==> config.mk <==
export PLATFORM = sky130hd
export DESIGN_NAME = html_to_plain_text_stream
export DESIGN_NICKNAME = d
export VERILOG_FILES = /design/src/design/h2t_pkg.sv /design/src/design/html_to_plain_text_stream.sv
export VERILOG_INCLUDE_DIRS = /design/src /design/src/design
export SDC_FILE = /design/constraint.sdc
export NUM_CORES = 1
export LEC_CHECK = 0
export ABC_AREA = 1
export BUFFER_PORTS_ARGS = -buffer_cell sky130_fd_sc_hd__buf_2
export CORE_MARGIN = 2
export CORE_UTILIZATION = 50
export CTS_CLUSTER_DIAMETER = 200
export DETAILED_ROUTE_END_ITERATION = 10
export PLACE_DENSITY = 0.73
export SYNTH_ARGS = -nofsm -noshare
export SYNTH_HDL_FRONTEND = slang
export SYNTH_SLANG_ARGS = --single-unit
==> constraint.sdc <==
create_clock -name clk_i -period 6.5 [get_ports clk_i]
set_clock_uncertainty 0.15 [all_clocks]
set_input_delay 1.3 -clock clk_i [delete_from_list [all_inputs] [get_ports clk_i]]
set_output_delay 1.3 -clock clk_i [all_outputs]
set_load 0.02 [all_outputs]
==> src/design/html_to_plain_text_stream_assert.svh <==
// Assertion macros for the HTML to plain text stream block.
`ifndef HTML_TO_PLAIN_TEXT_STREAM_ASSERT_SVH
`define HTML_TO_PLAIN_TEXT_STREAM_ASSERT_SVH

// Same-cycle implication, disabled in reset.
`define H2T_ASSERT_NOW(lbl, ante, cons, msg) \
  lbl: assert property (@(posedge clk_i) disable iff (!rst_ni) (ante) |-> (cons)) \
    else $error(msg);

// Next-cycle implication, disabled in reset.
`define H2T_ASSERT_NEXT(lbl, ante, cons, msg) \
  lbl: assert property (@(posedge clk_i) disable iff (!rst_ni) (ante) |=> (cons)) \
    else $error(msg);

`endif

==> src/design/h2t_pkg.sv <==
// Types and constants for the HTML to plain text stream block.
package h2t_pkg;

  localparam int MaxEntitySpan = 12;
  localparam int EntCap        = MaxEntitySpan - 1;
  localparam int EntLenW       = $clog2(EntCap + 1);
  localparam int EntIdxW       = (EntCap > 1) ? $clog2(EntCap) : 1;
  localparam int MaxResults    = 16;
  localparam int ResCntW       = $clog2(MaxResults + 1);
  localparam logic [15:0] SpaceMax = 16'hFFFF;

  typedef struct packed {
    logic [7:0] in_byte;
    logic       in_last;
  } in_item_t;

  typedef struct packed {
    logic [7:0]  out_byte;
    logic [15:0] spaces_before;
    logic        has_byte;
    logic        out_last;
  } out_item_t;

  typedef enum logic [2:0] {
    S_IDLE,
    S_TAKE,
    S_REPLAY,
    S_EMIT,
    S_END
  } h2t_state_e;

  function automatic logic [15:0] sat_inc(input logic [15:0] v);
    return (v == SpaceMax) ? v : v + 16'd1;
  endfunction

endpackage

==> src/design/html_to_plain_text_stream.sv <==
// HTML to plain text stream: tag strip, whitespace collapse, entity decode.
//
//  channel | dir | handshake              | payload
//  in      | in  | in_valid_i/in_ready_o   | in_i  (in_byte, in_last)
//  out     | out | out_valid_o/out_ready_i | out_o (out_byte, spaces_before, has_byte, out_last)
//
// A plain byte goes through accept, process and step end in order; one item at a time.
// An entity flush emits its buffered bytes one by one from the emit state; a replay
// feeds each buffered byte through the single byte-processing step under the sequencer.
// Output stalls hold the sequencer at its next push; the input stays not ready.
// Asynchronous active-low reset returns all parser state to empty.
`include "html_to_plain_text_stream_assert.svh"

module html_to_plain_text_stream (
  input  logic                clk_i,
  input  logic                rst_ni,
  input  logic                in_valid_i,
  output logic                in_ready_o,
  input  h2t_pkg::in_item_t   in_i,
  output logic                out_valid_o,
  input  logic                out_ready_i,
  output h2t_pkg::out_item_t  out_o
);
  import h2t_pkg::*;

  h2t_state_e state_q, state_d, ret_q, ret_d;
  logic [7:0] cur_q, cur_d, extra_q, extra_d;
  logic last_q, last_d, extra_v_q, extra_v_d;
  logic in_tag_q, in_tag_d, last_sp_q, last_sp_d, started_q, started_d;
  logic in_ent_q, in_ent_d;
  logic [15:0] pend_q, pend_d;
  logic [EntLenW-1:0] ent_len_q, ent_len_d, rp_len_q, rp_len_d, rp_idx_q, rp_idx_d;
  logic [EntLenW:0] em_idx_q, em_idx_d;
  logic [7:0] buf_q [EntCap];
  logic buf_we;
  logic [7:0] buf_wdata;
  logic [ResCntW-1:0] res_cnt_q, res_cnt_d;
  out_item_t hold_q, hold_d, out_q, out_d;
  logic hold_v_q, hold_v_d, out_v_q, out_v_d;

  logic out_free, can_push, push, proc;
  logic [7:0] pbyte, b;
  logic is_ws, is_amp, is_lt, is_gt, is_quot, is_apos, is_nbsp;

  assign out_free  = !out_v_q || out_ready_i;
  assign can_push  = !hold_v_q || out_free;
  assign in_ready_o  = (state_q == S_IDLE);
  assign out_valid_o = out_v_q;
  assign out_o       = out_q;

  assign is_ws = (b == 8'd32) || (b >= 8'd9 && b <= 8'd13);
  assign is_amp  = ent_len_q == EntLenW'(3) && buf_q[0] == "a" && buf_q[1] == "m"
                   && buf_q[2] == "p";
  assign is_lt   = ent_len_q == EntLenW'(2) && buf_q[0] == "l" && buf_q[1] == "t";
  assign is_gt   = ent_len_q == EntLenW'(2) && buf_q[0] == "g" && buf_q[1] == "t";
  assign is_quot = ent_len_q == EntLenW'(4) && buf_q[0] == "q" && buf_q[1] == "u"
                   && buf_q[2] == "o" && buf_q[3] == "t";
  assign is_apos = ent_len_q == EntLenW'(4) && buf_q[0] == "a" && buf_q[1] == "p"
                   && buf_q[2] == "o" && buf_q[3] == "s";
  assign is_nbsp = ent_len_q == EntLenW'(4) && buf_q[0] == "n" && buf_q[1] == "b"
                   && buf_q[2] == "s" && buf_q[3] == "p";

  // Byte fed to the shared processing step.
  always_comb begin
    b = cur_q;
    if (state_q == S_REPLAY) begin
      b = (rp_idx_q < rp_len_q) ? buf_q[rp_idx_q[EntIdxW-1:0]] : extra_q;
    end
  end

  always_comb begin
    state_d = state_q; ret_d = ret_q;
    cur_d = cur_q; last_d = last_q; extra_d = extra_q; extra_v_d = extra_v_q;
    in_tag_d = in_tag_q; last_sp_d = last_sp_q; started_d = started_q;
    in_ent_d = in_ent_q; pend_d = pend_q; ent_len_d = ent_len_q;
    rp_len_d = rp_len_q; rp_idx_d = rp_idx_q; em_idx_d = em_idx_q;
    res_cnt_d = res_cnt_q; hold_d = hold_q; hold_v_d = hold_v_q;
    out_d = out_q; out_v_d = out_v_q;
    buf_we = 1'b0; buf_wdata = b;
    push = 1'b0; pbyte = b; proc = 1'b0;

    if (out_v_q && out_ready_i) out_v_d = 1'b0;

    case (state_q)
      S_IDLE: begin
        if (in_valid_i) begin
          cur_d = in_i.in_byte;
          last_d = in_i.in_last;
          res_cnt_d = '0;
          state_d = S_TAKE;
        end
      end
      S_TAKE, S_REPLAY: begin
        if (state_q == S_REPLAY && rp_idx_q == rp_len_q && !extra_v_q) begin
          state_d = S_END;
        end else begin
          proc = 1'b1;
        end
      end
      S_EMIT: begin
        push = 1'b1;
        if (em_idx_q == '0) pbyte = "&";
        else if (em_idx_q <= {1'b0, ent_len_q}) pbyte = buf_q[em_idx_q[EntIdxW-1:0] - 1'b1];
        else pbyte = ";";
        if (can_push) begin
          em_idx_d = em_idx_q + 1'b1;
          if (em_idx_q == {1'b0, ent_len_q} + 1'b1) begin
            in_ent_d = 1'b0; ent_len_d = '0;
            state_d = ret_q;
          end
        end
      end
      S_END: begin
        if (last_q && in_ent_q) begin
          // document ended inside an entity: give up on it and replay
          push = 1'b1; pbyte = "&";
          if (can_push) begin
            rp_len_d = ent_len_q; rp_idx_d = '0; extra_v_d = 1'b0;
            in_ent_d = 1'b0; ent_len_d = '0;
            state_d = S_REPLAY;
          end
        end else if (last_q) begin
          if (out_free) begin
            if (hold_v_q) begin
              out_d = hold_q; out_d.out_last = 1'b1; out_v_d = 1'b1;
            end else if (res_cnt_q == '0) begin
              out_d = '0; out_d.out_last = 1'b1; out_v_d = 1'b1;
            end
            hold_v_d = 1'b0;
            in_tag_d = 1'b0; last_sp_d = 1'b0; started_d = 1'b0;
            pend_d = '0; in_ent_d = 1'b0; ent_len_d = '0;
            state_d = S_IDLE;
          end
        end else if (!hold_v_q || out_free) begin
          if (hold_v_q) begin
            out_d = hold_q; out_v_d = 1'b1;
          end
          hold_v_d = 1'b0;
          state_d = S_IDLE;
        end
      end
      default: state_d = S_IDLE;
    endcase

    // Shared byte-processing step.
    if (proc) begin
      if (in_ent_q) begin
        if (b == ";") begin
          if (is_amp || is_lt || is_gt || is_quot || is_apos) begin
            push = 1'b1;
            pbyte = is_amp ? "&" : is_lt ? "<" : is_gt ? ">" : is_quot ? "\"" : "'";
            if (can_push) begin
              in_ent_d = 1'b0; ent_len_d = '0;
            end
          end else if (is_nbsp) begin
            pend_d = sat_inc(pend_q); started_d = 1'b1; last_sp_d = 1'b0;
            in_ent_d = 1'b0; ent_len_d = '0;
          end else begin
            em_idx_d = '0;
            ret_d = (state_q == S_TAKE) ? S_END : S_REPLAY;
          end
        end else if (ent_len_q < EntLenW'(EntCap)) begin
          buf_we = 1'b1;
          ent_len_d = ent_len_q + 1'b1;
        end else begin
          // span exceeded (only from a fresh byte): emit '&' and replay
          push = 1'b1; pbyte = "&";
          if (can_push) begin
            rp_len_d = ent_len_q; rp_idx_d = '0;
            extra_d = b; extra_v_d = 1'b1;
            in_ent_d = 1'b0; ent_len_d = '0;
          end
        end
      end else if (b == "<") begin
        in_tag_d = 1'b1;
      end else if (b == ">" || (!in_tag_q && is_ws)) begin
        if (b == ">") in_tag_d = 1'b0;
        if (!last_sp_q && started_q) begin
          pend_d = sat_inc(pend_q); last_sp_d = 1'b1;
        end
      end else if (in_tag_q) begin
        in_tag_d = in_tag_q;
      end else if (b == "&") begin
        in_ent_d = 1'b1; ent_len_d = '0;
      end else begin
        push = 1'b1;
      end

      // advance the sequencer unless stalled on a push
      if (!push || can_push) begin
        if (state_q == S_REPLAY) begin
          if (rp_idx_q < rp_len_q) rp_idx_d = rp_idx_q + 1'b1;
          else extra_v_d = 1'b0;
        end
        if (in_ent_q && b == ";" && !(is_amp || is_lt || is_gt || is_quot || is_apos
            || is_nbsp)) begin
          state_d = S_EMIT;
        end else if (in_ent_q && b != ";" && ent_len_q >= EntLenW'(EntCap)) begin
          state_d = S_REPLAY;
        end else if (state_q == S_TAKE) begin
          state_d = S_END;
        end
      end else begin
        buf_we = 1'b0;
      end
    end

    if (push && can_push) begin
      // beyond the result cap the byte is dropped, the held item stays for the end mark
      if (res_cnt_q < ResCntW'(MaxResults)) begin
        if (hold_v_q) begin
          out_d = hold_q; out_v_d = 1'b1;
        end
        hold_d.out_byte = pbyte;
        hold_d.spaces_before = pend_q;
        hold_d.has_byte = 1'b1;
        hold_d.out_last = 1'b0;
        hold_v_d = 1'b1;
        res_cnt_d = res_cnt_q + 1'b1;
      end
      pend_d = '0; started_d = 1'b1; last_sp_d = 1'b0;
    end
  end

  always_ff @(posedge clk_i or negedge rst_ni) begin
    if (!rst_ni) begin
      state_q <= S_IDLE; ret_q <= S_END;
      in_tag_q <= 1'b0; last_sp_q <= 1'b0; started_q <= 1'b0;
      in_ent_q <= 1'b0; pend_q <= '0; ent_len_q <= '0;
      rp_len_q <= '0; rp_idx_q <= '0; em_idx_q <= '0; extra_v_q <= 1'b0;
      res_cnt_q <= '0; hold_v_q <= 1'b0; out_v_q <= 1'b0; last_q <= 1'b0;
    end else begin
      state_q <= state_d; ret_q <= ret_d;
      in_tag_q <= in_tag_d; last_sp_q <= last_sp_d; started_q <= started_d;
      in_ent_q <= in_ent_d; pend_q <= pend_d; ent_len_q <= ent_len_d;
      rp_len_q <= rp_len_d; rp_idx_q <= rp_idx_d; em_idx_q <= em_idx_d;
      extra_v_q <= extra_v_d; res_cnt_q <= res_cnt_d; hold_v_q <= hold_v_d;
      out_v_q <= out_v_d; last_q <= last_d;
    end
  end

  always_ff @(posedge clk_i) begin
    cur_q <= cur_d; extra_q <= extra_d; hold_q <= hold_d; out_q <= out_d;
    if (buf_we) buf_q[ent_len_q[EntIdxW-1:0]] <= buf_wdata;
  end

  `H2T_ASSERT_NOW(a_hold_empty_idle, state_q == S_IDLE, !hold_v_q, "item left in hold when idle")
  `H2T_ASSERT_NOW(a_ent_len_range, 1'b1, ent_len_q <= EntLenW'(EntCap), "entity length overflow")
  `H2T_ASSERT_NEXT(a_busy_after_accept, in_valid_i && in_ready_o, !in_ready_o, "ready after accept")
  `H2T_ASSERT_NOW(a_marker_is_last, out_v_q && !out_q.has_byte, out_q.out_last, "marker not last")

endmodule

After elaboration in Yosys (flattened, before gate mapping). Memories as Yosys holds them, arrays and structs flattened. Cells that the tools add are included. Widths: inputs -> output; s select.

Register bits: 118. Latch bits: 0. RAM bits: 88. Bits in read-only memories: 0. Output and inout bits: 28. Logic and storage cells: 337. Memories: 1.

Memory list: buf_q (depth 11, width 8, read ports 6, clocked after memory_dff 0, wr ports 1, line html_to_plain_text_stream.sv:34) `logic [7:0] buf_q [EntCap];`.

Add/sub/neg operators: 7. $mul: 0. Divide/modulo/power cells: 0. $lt $le $gt $ge: 7. Equal/unequal tests: 32. Shifts and indexed selects: 0. Muxes and demuxes: 206. Bitwise gates (word level): 4. Reduce and logical (&&, ||, !) cells: 56.

Operators by type and width (number): $mux 26 (11); $mux 16 (14); $mux 4 (36); $eq 8x7->1 const B (16); $mux 1 (100); $mux 8 (10); $mux 5 (14); $mux 3 (16); $eq 8x6->1 const B (5); $logic_and 1x1->1 (31); $add 16x1->16 const B (1); $eq 16x16->1 const B (1); $pmux 8 s2 (1); $pmux 3 s4 (1); $add 5x1->5 const B (2); $logic_not 5->1 (2); $logic_or 1x1->1 (10); $reduce_and 5->1 (2); $add 4x1->4 const B (2); $eq 4x2->1 const B (2); $ge 8x4->1 const B (1); $le 8x4->1 const B (1); $ne 8x6->1 const B (1); $pmux 4 s2 (1); 19 further kinds (31).

Depth between registers and ports, before layout. Gate-level depths: netlist of the first run. An unclocked memory read counts as a cell.

Depth after elaboration: 19. Depth in mapped cells: 24. Depth with buffers taken out: 23.

Least setup slack after synthesis of the first run. No wires, ideal clock.

Path kind: reg-to-reg. Start point: register rp_idx_q[0]. End point: register hold_q[10] in the netlist's numbering, enable pin. Library setup time: 0.405 ns. Arrival time: 3.777 ns. Path slack: 2.168 ns. Cell stages (with the launch flop): 24. Path buffers: 4. Path through: dfrtp_1 -> buf_6 -> inv_6 -> buf_4 -> ha_1 -> o21bai_2 -> nand2_1 -> nand2_1 -> nand3_1 -> nand2_1 -> inv_1 -> nand2_2 -> nand2_1 -> nor2_4 -> nand2_2 -> nand2_2 -> nand3_2 -> nand2_1 -> inv_2 -> nand3_2 -> nand2_4 -> buf_6 -> buf_6 -> nor2_1.

Cells in the longest elaborated chain, start to end: 15.

Ends and longest elaborated chain: from (decl) (line html_to_plain_text_stream.sv:32) `logic [EntLenW-1:0] ent_len_q, ent_len_d, rp_len_q, rp_len_d, rp_idx_q, rp_idx_d;`; from (signal assigned) (line html_to_plain_text_stream.sv:236) `rp_len_q <= rp_len_d; rp_idx_q <= rp_idx_d; em_idx_q <= em_idx_d;`; $mem_v2 11x8 or $lt 4x4->1 (tied branches); $mux 8 * (line html_to_plain_text_stream.sv:67) `b = (rp_idx_q < rp_len_q) ? buf_q[rp_idx_q[EntIdxW-1:0]] : extra_q;`; $mux 8 * (line html_to_plain_text_stream.sv:66) `if (state_q == S_REPLAY) begin`; named net b[5] (line html_to_plain_text_stream.sv:42) `logic [7:0] pbyte, b;`; $ge 8x4->1 or $le 8x4->1 (tied branches) (line html_to_plain_text_stream.sv:51) `assign is_ws = (b == 8'd32) || (b >= 8'd9 && b <= 8'd13);`; $logic_and 1x1->1 (line html_to_plain_text_stream.sv:51); $logic_or 1x1->1 (line html_to_plain_text_stream.sv:51); $logic_and 1x1->1 (line html_to_plain_text_stream.sv:176) `end else if (b == ">" || (!in_tag_q && is_ws)) begin`; $logic_or 1x1->1 (line html_to_plain_text_stream.sv:176); $mux 1 (line html_to_plain_text_stream.sv:176); $mux 1 (line html_to_plain_text_stream.sv:174) `end else if (b == "<") begin`; $mux 1 * (line html_to_plain_text_stream.sv:147) `if (in_ent_q) begin`; $mux 1 * (2 in a row) (line html_to_plain_text_stream.sv:146) `if (proc) begin`; $logic_and 1x1->1 * (line html_to_plain_text_stream.sv:208) `if (push && can_push) begin`; $reduce_and 2->1 (no source line) *; to (signal assigned) (line html_to_plain_text_stream.sv:243) `cur_q <= cur_d; extra_q <= extra_d; hold_q <= hold_d; out_q <= out_d;`; to (decl) (line html_to_plain_text_stream.sv:38) `out_item_t hold_q, hold_d, out_q, out_d;`.

Mark *: on every way through the listed nets, which the timed path passes. The rest lies on a longest branch. The select of a mux whose other input is x is not followed. A chain may end at the register's enable or synchronous reset.

==> flow_summary.toml, run 1 <==
[outcome]
status = "finished clean"

[worst_setup_path]
worst_r2r_path_depth = 20
r2r_end = "out_o[7]$_DFF_P_"
worstSetupEndpointType = "flop"
cp-startpoint = "rp_idx_q[0]$_DFF_PN0_"
cp-start-kind = "flop"
worst_ep_arrival_time_ns = 5.41
cp-endpoint = "out_o[7]$_DFF_P_"
r2r_start = "rp_idx_q[0]$_DFF_PN0_"
path_class = "reg2reg"
cp_max_fo = 56
reg2reg_slack_ns = 1.35
required_ns = 6.76

[worst_hold_path]
min_path_type = "reg2reg"

[sta]
slew_violations = 0
maxSlewHeadroom = 0.281
rsz0062_at_grt = "false"
fmaxAchievable_mhz = 194
tightest_slew_ns = 1.07
finalCriticalPeriod_ns = 5.15
finalSetupViolations = 0
fin_crit_sh = 0.793
whs_ns = 0.356
tns_ns = 0
final_hold_viol_count = 0

[synth]
synthAdderAreaFrac = 0.0166
synth_edf_count = 136
synth_warnings = 0
yosys.area_share.simple = 0.301
synthMuxAreaShare = 0
seq_area_frac_synth = 0.410
synth_area_leaders = "edfxtp_1 28%, nand2_1 14%, dfrtp_1 8.7%, o21ai_0 7.8%, nand3_1 6.5%"
netlist_area_mm2 = 0.0143
synth_ff_type = "edfxtp_1"
synth-compound-area-share = 0.168
synthTopCellsByCount = "544 x nand2_1, 223 x o21ai_0, 198 x nor2_1"
synth.largest_area_cell = "edfxtp_1"
synth_xor_area_frac = 0.0128
synth_top_area_frac = 0.285
syn_inst = 2020
ys_ff_latch = 213
yosysMostFrequentCell = "nand2_1"
synth.distinct_cells = 59
synth_top_family_by_area = "simple AND/OR/NAND/NOR gates"
syn-mean-instance-area_um2 = 7.10
async_flop_share = 0.239

[job]
maxCapViolCount = 0

[floorplanning]
die_h_um = 173
io_pins = 41
die_x_um = 173
start_util = 0.512
placementRows = 61
die_area_mm2 = 0.0300
fp.coreArea_mm2 = 0.0280

[clocking]
cts_tree = "yes"
clockRootBuffer = "clkbuf_16"
clockBufferDepth = 3
cts_hold_buf = 0
path_clk_slew_ns = 0.06
htreeDepth = 1
cts_resized = 0
cts_buffers = 24
cts_setup_buffers = 0
clock-sinks = 213
clkLatencyLatePin_ns = 0.54

[finish]
diodes = 0
fin_nets = 2043
fillers = 2565
area_growth_pct = 7.90
final_util = 0.552
drive_above_1_share = 0.0710

[global_route]
grtUsageMet2 = 0.444
met1_usage = 0.389
antenna_found_initial = 0
grt_max_degree = 59
grt_pass1_vias = 12824
grtUsageMet3 = 0.0336
grt_pass1_wl_mm = 68.5
grt-busiest-layer = "met2"
grtUsageTotal = 0.280
overflow = 0

[route]
drc = 0
dr.pass1.iters = 7
vias = 13983
via_per_inst = 5.81
wirelength_mm = 42.6
wl_per_cell_um = 17.7
drt_iter0_drc = 1651
ant_nets = 0

[pwr]
power_density_mw_per_mm2 = 461
leakage_nw = 6.65
vdd.ir_drop.worst_mv = 0.246

[placed_design]
dp_hpwl_mm = 28.8
gp_congestion = 1.01
port_buffers = 40
==> through the flow <==
stage	instance area (um^2)	setup slack, ns	total power, mW	cells
4_1_cts	15500	1.42	7.06	2407
5_1_grt	15500	0.950	7.66	2407
3_3_place_gp	14700	1.48	5.64	2363
2_1_floorplan	14400	2.17	4.76	2027
6_report	15500	1.35	7.13	2407
3_5_place_dp	14700	1.41	5.73	2363
==> worst max-delay path: stages, from the launching register on <==
cell,delay [ns]
dfrtp_2,1.04
inv_6,0.32
ha_1,0.32
o21bai_2,0.19
nand2_1,0.09
nand2_1,0.24
nand3_1,0.11
nand2_1,0.08
inv_1,0.04
nand2_2,0.33
nand2_1,0.16
nor2_4,0.22
nand3_4,0.23
nand3_2,0.15
nand2_1,0.07
inv_2,0.09
nand3_2,0.09
nand2_4,0.50
inv_4,0.32
nand2_1,0.16
nand2_1,0.07
==> registers in the layout (all words and copies together) (netlist names), 2 cells and up <==
signal     flops
cur_q          8
rp_idx_q       4
extra_q        8
ret_q          2
ent_len_q      4
em_idx_q       5
pend_q        16
hold_q        24
out_o         26
res_cnt_q      5
rp_len_q       4
buf_q         96
state_q        3
==> final cells by class <==
cell class | count | area (um^2) | area share
repair buffers | 63 | 373 | 0.0241
multi-input cells | 1500 | 7180 | 0.464
clock buffers | 30 | 666 | 0.0430
inverters | 209 | 792 | 0.0512
flip-flops and latches | 213 | 5880 | 0.380
clock inverters | 14 | 106 | 0.00687
well taps | 378 | 473 | 0.0306
==> worst min path at each step <==
stage | cells after the start | to | slack, ns | startpoint
after CTS | 0 | hold_q[3]$_DFFE_PP_ | 0.35 | pend_q[1]$_DFF_PN0_
final | 0 | hold_q[17]$_DFFE_PP_ | 0.36 | pend_q[15]$_DFF_PN0_
after global placement | 2 | started_q$_DFF_PN0_ | 0.33 | started_q$_DFF_PN0_
after global routing | 0 | hold_q[3]$_DFFE_PP_ | 0.36 | pend_q[1]$_DFF_PN0_
after detailed placement | 0 | hold_q[3]$_DFFE_PP_ | 0.33 | pend_q[1]$_DFF_PN0_
after floorplan | 0 | hold_q[17]$_DFFE_PP_ | 0.30 | pend_q[15]$_DFF_PN0_
==> logic make-up (layout without fill, tap and decap cells) <==
group           Yosys count  in the layout
buf+inv                 314            316
simple gates           1018           1018
fa+ha+maj                19             19
flops                   213            213
compound gates          434            434
other cells               1              8
xor+xnor                 21             21
==> power breakdown <==
group / switching, mW / internal, mW
clock: 0.580 / 0.738
sequential: 0.302 / 1.78
combinational: 2.63 / 1.10
==> per-layer routing <==
layer	vias up	wire (um)
met5	-	0
met4	0	1580
met3	110	3680
met2	708	19200
met1	6443	18200
li1	6722	-
==> cells in the final DEF, fill, tap and decap left out, types with 9 or more instances in the layout <==
master     netlist  final
nor3_1          29     29
buf_2           11     40
nor2_1         198    195
nand2_1        544    544
inv_1          192    192
clkinv_1         8     10
dfrtp_1         50     49
a21oi_1        118    118
nand4_1         24     24
a21boi_0        26     26
xor2_1          18     18
o21ai_1         16     16
buf_4           10     23
dfxtp_1         26     26
nand3_1        185    185
edfxtp_1       136    136
o21ai_0        223    223
clkbuf_16        0     26
ha_1            19     19
nor4_1           9      9
o211ai_1        16     16
Note: power is estimated with default switching activity, not from simulation.
==> run 2: changes to the inputs <==
--- a/config.mk
+++ b/config.mk
@@ -6,13 +6,13 @@
 export SDC_FILE = /design/constraint.sdc
 export NUM_CORES = 1
 export LEC_CHECK = 0
-export ABC_AREA = 1
+export ABC_AREA = 0
 export BUFFER_PORTS_ARGS = -buffer_cell sky130_fd_sc_hd__buf_2
 export CORE_MARGIN = 2
 export CORE_UTILIZATION = 50
 export CTS_CLUSTER_DIAMETER = 200
 export DETAILED_ROUTE_END_ITERATION = 10
-export PLACE_DENSITY = 0.73
+export PLACE_DENSITY = 0.74
 export SYNTH_ARGS = -nofsm -noshare
 export SYNTH_HDL_FRONTEND = slang
 export SYNTH_SLANG_ARGS = --single-unit
==> constraint.sdc (replaced) <==
create_clock -name clk_i -period 5.2 [get_ports clk_i]
set_clock_uncertainty 0.15 [all_clocks]
set_input_delay 1.04 -clock clk_i [delete_from_list [all_inputs] [get_ports clk_i]]
set_output_delay 1.04 -clock clk_i [all_outputs]
set_load 0.02 [all_outputs]
==> run 2 against run 1 <==
  * Count of clock-buffer cells in the layout is 1 higher
  * Power down 17%
  * Non-clock buffer count grew 3
  * Critical path type unchanged
  * Largest cell class is now flip-flops and latches
  * Largest power group is now sequential cells
  * Highest routed layer unchanged
==> flow_summary.toml, run 2 <==
[outcome]
status = "finished clean"

[floorplanning]
io_pins = 41
fp.coreArea_mm2 = 0.0217
placementRows = 54
start_util = 0.507
die_x_um = 152
die_h_um = 152
die_area_mm2 = 0.0232

[synth]
netlist_area_mm2 = 0.0110
async_flop_share = 0.239
synth.distinct_cells = 93
synth-compound-area-share = 0.130
synth_xor_area_frac = 0.00716
syn_inst = 922
synth_warnings = 0
synthAdderAreaFrac = 0.0216
synth_edf_count = 136
synthTopCellsByCount = "136 x edfxtp_1, 74 x nand2_1, 64 x nor2_1"
ys_ff_latch = 213
yosys.area_share.simple = 0.166
yosysMostFrequentCell = "edfxtp_1"
syn-mean-instance-area_um2 = 11.9
synth_ff_type = "edfxtp_1"
synth_area_leaders = "edfxtp_1 37%, dfrtp_1 11%, mux4_2 5.9%, dfxtp_1 4.7%, mux2i_1 3.8%"
seq_area_frac_synth = 0.535
synth_top_area_frac = 0.371
synth_top_family_by_area = "simple AND/OR/NAND/NOR gates"
synth.largest_area_cell = "edfxtp_1"
synthMuxAreaShare = 0.112

[finish]
final_util = 0.569
area_growth_pct = 12.2
fillers = 1739
diodes = 0
drive_above_1_share = 0.183
final_cell_mix = "136 x edfxtp_1, 74 x nand2_1, 64 x nor2_1, 49 x dfrtp_1, 43 x nand3_1"
mostFrequentLayoutCell = "edfxtp_1"
largest_reg_flops = 96
fin_nets = 1011

[clocking]
cts_tree = "yes"
cts_buffers = 24
cts_resized = 0
clockRootBuffer = "clkbuf_16"
cts_setup_buffers = 0
cts_hold_buf = 0
path_clk_slew_ns = 0.06
clkLatencyLatePin_ns = 0.53
clockBufferDepth = 3
htreeDepth = 1
clock-sinks = 213

[route]
wirelength_mm = 27.8
drc = 0
ant_nets = 0
dr.pass1.iters = 5
drt_iter0_drc = 688
vias = 8038
wl_per_cell_um = 21.7
via_per_inst = 6.29

[sta]
finalCriticalPeriod_ns = 4.96
fmaxAchievable_mhz = 202
finalSetupViolations = 0
maxSlewHeadroom = 0.301
slew_violations = 0
tightest_slew_ns = 1.05
fin_ws_ns = 0.245
rsz0062_at_grt = "true"
final_hold_viol_count = 0
fin_crit_sh = 0.953
whs_ns = 0.304

[worst_setup_path]
worst_ep_arrival_time_ns = 5.26
cp-start-kind = "flop"
cp_max_fo = 25
path_class = "reg2reg"
worstSetupEndpointType = "flop"
required_ns = 5.50

[pwr]
vdd.ir_drop.worst_mv = 0.293
leakage_nw = 4.53
p_total_mw = 5.90
power_density_mw_per_mm2 = 478

[job]
maxCapViolCount = 0

[global_route]
grtUsageTotal = 0.236
grt_max_degree = 52
overflow = 0
grt_pass1_wl_mm = 43.6
grt_pass1_vias = 7686
antenna_found_initial = 0

[worst_hold_path]
min_path_type = "reg2reg"

[placed_design]
dp_hpwl_mm = 19.6
pre_cts_slack_ns = 0.376
port_buffers = 40
gp_congestion = 0.893
-- run 2: cell types whose count changed in the layout (fill, tap and decap cells not counted), sizes merged, moves of 25 or more --
cell,before,now
nand2,552,75
o21ai,239,28
inv,203,20
nand3,193,43
nor2,203,66
a21oi,122,38
mux2i,0,42
mux4,0,29
a22o,0,27
a21boi,26,1
-- run 2: worst max-delay path: stages (launching register included) --
cell and delay, ns:
dfrtp_1 0.66, ha_1 0.35, a21oi_1 0.48, a211oi_1 0.23, a211oi_2 0.35, buf_4 0.24, nand3_1 0.13, nor4_4 0.54
mux2i_1 0.48, nor3_4 0.15, o21ai_2 0.85, a22o_1 0.25
-- run 2: final cells by class --
type	count	area, um^2	share of cell area
Sequential cell	213	5880	0.476
Multi-Input combinational cell	654	4850	0.393
Clock buffer	31	657	0.0532
Timing Repair Buffer	66	395	0.0320
Tap cell	280	350	0.0284
Clock inverter	13	140	0.0113
Inverter	20	75.1	0.00608
-- run 2: metal layers --
layer	vias up	track usage	routed length, um
li1	3687	-	-
met1	3940	0.323	11600
met2	335	0.390	13200
met3	76	0.0364	1880
met4	0	0.0788	1020
met5	-	0	0
-- run 2: final timing paths --
| check | start | end | slack [ns] | depth (start not counted) |
|---|---|---|---|---|
| setup / recovery | rp_idx_q[3]$_DFF_PN0_ | out_o[16]$_DFF_P_ | 0.24 | 11 |
| hold / removal | hold_q[22]$_DFFE_PP_ | out_o[22]$_DFF_P_ | 0.30 | 1 |
| setup reg to reg | rp_idx_q[3]$_DFF_PN0_ | out_o[16]$_DFF_P_ | 0.24 | 11 |
| hold reg to reg | hold_q[22]$_DFFE_PP_ | out_o[22]$_DFF_P_ | 0.30 | 1 |
| max in group asynchronous | rst_ni | em_idx_q[0]$_DFF_PN0_ | 3.90 | 2 |
| min in group asynchronous | rst_ni | out_valid_o$_DFF_PN0_ | 0.50 | 2 |
-- run 2: metrics by stage --
step / TNS (ns) / instances / instance area, um^2
after floorplan: 0 / 929 / 11000
after global placement: 0 / 1233 / 11600
after detailed placement: 0 / 1233 / 11600
after CTS: 0 / 1277 / 12400
after global routing: -1.40 / 1277 / 12400
final: 0 / 1277 / 12400
-- run 2: kinds of logic after synthesis --
group,after synthesis
buf+inv,62
simple gates,339
flops,213
mux,85
xor+xnor,9
compound gates,194
fa+ha+maj,19
other cells,1
-- run 2: where the power goes --
part           leakage [nW]  switching (mW)  internal, mW
clock network         0.379           0.683         0.998
registers              2.11           0.200          2.12
logic                  2.04            1.18         0.729
total                  4.53            2.06          3.84
==> run 3: changes to the inputs <==
--- a/config.mk
+++ b/config.mk
@@ -13,6 +13,7 @@
 export CTS_CLUSTER_DIAMETER = 200
 export DETAILED_ROUTE_END_ITERATION = 10
 export PLACE_DENSITY = 0.74
+export RECOVER_POWER = 50
 export SYNTH_ARGS = -nofsm -noshare
 export SYNTH_HDL_FRONTEND = slang
 export SYNTH_SLANG_ARGS = --single-unit
==> run 3 against run 2 <==
  * The flow now finishes with violations (capacitance limit, slew limit)
  * Clock power barely moved
  * Sequential share of layout area rose by 0.21 points
  * Register-to-register slack barely moved
  * First-iteration DRC count fell by 0.29%
  * Wire length rose by 0.20%
  * Flip-flop and latch count did not move
  * Global-route usage did not move
  * Non-clock buffer count did not move
  * Cell area fell by 0.44%
  * Count of clock-buffer cells in the layout did not move
  * Maximum frequency rose by 0.27%
  * Critical path type unchanged
  * Largest cell class unchanged
==> flow_summary.toml, run 3 (synthesis results as in run 2) <==
[route]
dr.pass1.iters = 5
ant_nets = 0
wl_per_cell_um = 21.8
vias = 8121
drc = 0
drt_iter0_drc = 686
wirelength_mm = 27.8
via_per_inst = 6.36

[worst_setup_path]
cp_max_fo = 17
worst_ep_arrival_time_ns = 5.14
cp-start-kind = "flop"
path_class = "reg2reg"
path_cells = "ha_1 > a21oi_1 > a211oi_1 > a211oi_2 > buf_4 > nand3_1 > nor4_4 > mux2i_1 > nor3_4 > nor3_2 > nor4_1"
crit_family = "simple AND/OR/NAND/NOR gates"
cp_slowest_cell = "nor3_2"
required_ns = 5.39
critPathMaxStageDelay_ns = 0.84
cp_num_buf_inv = 1
worstSetupEndpointType = "flop"

[finish]
fin_area_mm2 = 0.0123
instances_no_fill = 1277
final_cell_mix = "136 x edfxtp_1, 74 x nand2_1, 64 x nor2_1, 49 x dfrtp_1, 43 x nand3_1"
fin_nets = 1011
drive_above_1_share = 0.149
mostFrequentLayoutCell = "edfxtp_1"
area_growth_pct = 11.7
largest_reg_flops = 96
diodes = 0

[global_route]
grt_pass1_vias = 7686
antenna_found_initial = 0
grtUsageTotal = 0.236
overflow = 0
grt_max_degree = 52
grt_pass1_wl_mm = 43.6

[worst_hold_path]
min_path_type = "reg2reg"

[clocking]
clock-sinks = 213
path_clk_slew_ns = 0.06
clkLatencyLatePin_ns = 0.52
cts_hold_buf = 0
htreeDepth = 1
clockRootBuffer = "clkbuf_16"
clockBufferDepth = 3
cts_tree = "yes"
cts_buffers = 24

[sta]
rsz0062_at_grt = "true"
finalCriticalPeriod_ns = 4.94
fin_ws_ns = 0.258
fin_crit_sh = 0.950
finalSetupViolations = 0
final_hold_viol_count = 0
maxSlewHeadroom = -0.962
tightest_slew_ns = 2.94
whs_ns = 0.304
fmaxAchievable_mhz = 202
tns_ns = 0
slew_violations = 52

[floorplanning]
placementRows = 54
io_pins = 41
die_h_um = 152
fp.coreArea_mm2 = 0.0217
die_area_mm2 = 0.0232
start_util = 0.507
die_x_um = 152

[placed_design]
port_buffers = 40
pre_cts_slack_ns = 0.376
dp.cells = 1233
dp_hpwl_mm = 19.6
dpl_cell_area_mm2 = 0.0116
gp_congestion = 0.893

[pwr]
vdd.ir_drop.worst_mv = 0.293
power_density_mw_per_mm2 = 478
leakage_nw = 4.43

[outcome]
violations = "capacitance limit, slew limit"
status = "finished with violations"

[job]
maxCapViolCount = 1
## run 3: cell count changes in the layout (fill, tap and decap cells not counted), sizes merged
cell | previous run | this run
buf | 66 | 33
clkbuf | 31 | 64
## run 3: final timing paths
kind / cells past startpoint / slack [ns] / to / start
max: 11 / 0.26 / pend_q[12]$_DFF_PN0_ / rp_idx_q[3]$_DFF_PN0_
min: 1 / 0.30 / out_o[22]$_DFF_P_ / hold_q[22]$_DFFE_PP_
max reg2reg: 11 / 0.26 / pend_q[12]$_DFF_PN0_ / rp_idx_q[3]$_DFF_PN0_
min in group asynchronous: 2 / 1.42 / hold_v_q$_DFF_PN0_ / rst_ni
min reg2reg: 1 / 0.30 / out_o[22]$_DFF_P_ / hold_q[22]$_DFFE_PP_
max in group asynchronous: 2 / 1.59 / em_idx_q[0]$_DFF_PN0_ / rst_ni
## run 3: repair_timing
action	CTS	global route
resized for setup	0	0
endpoints found under the hold margin	0	0
buffers inserted	0	0
endpoints found under the setup margin	0	28
## run 3: metrics by stage
step                power [mW]  utilization
global placement          4.19        0.533
CTS                       5.91        0.569
floorplan                 3.69            -
detailed placement        4.23        0.533
global route              6.15        0.567
finish                    5.88        0.567
## run 3: routing by layer
| layer | track usage | wire length [um] | vias to the layer above |
|---|---|---|---|
| li1 | - | - | 3697 |
| met1 | 0.323 | 11700 | 3968 |
| met2 | 0.390 | 13100 | 376 |
| met3 | 0.0364 | 1890 | 80 |
| met4 | 0.0788 | 1060 | 0 |
| met5 | 0 | 0 | - |
## run 3: area by class of cell
cell class,instances,area [um^2]
repair buffers,66,342
well taps,280,350
fillers,1769,9390
flip-flops and latches,213,5880
clock inverters,13,140
inverters,20,75.1
multi-input cells,654,4850
clock buffers,31,657
## run 3: report_power, final
part / leakage, nW / switching (mW) / internal, mW
clock: 0.379 / 0.678 / 0.998
combinational: 1.94 / 1.18 / 0.697
sequential: 2.11 / 0.203 / 2.12
total: 4.43 / 2.06 / 3.81
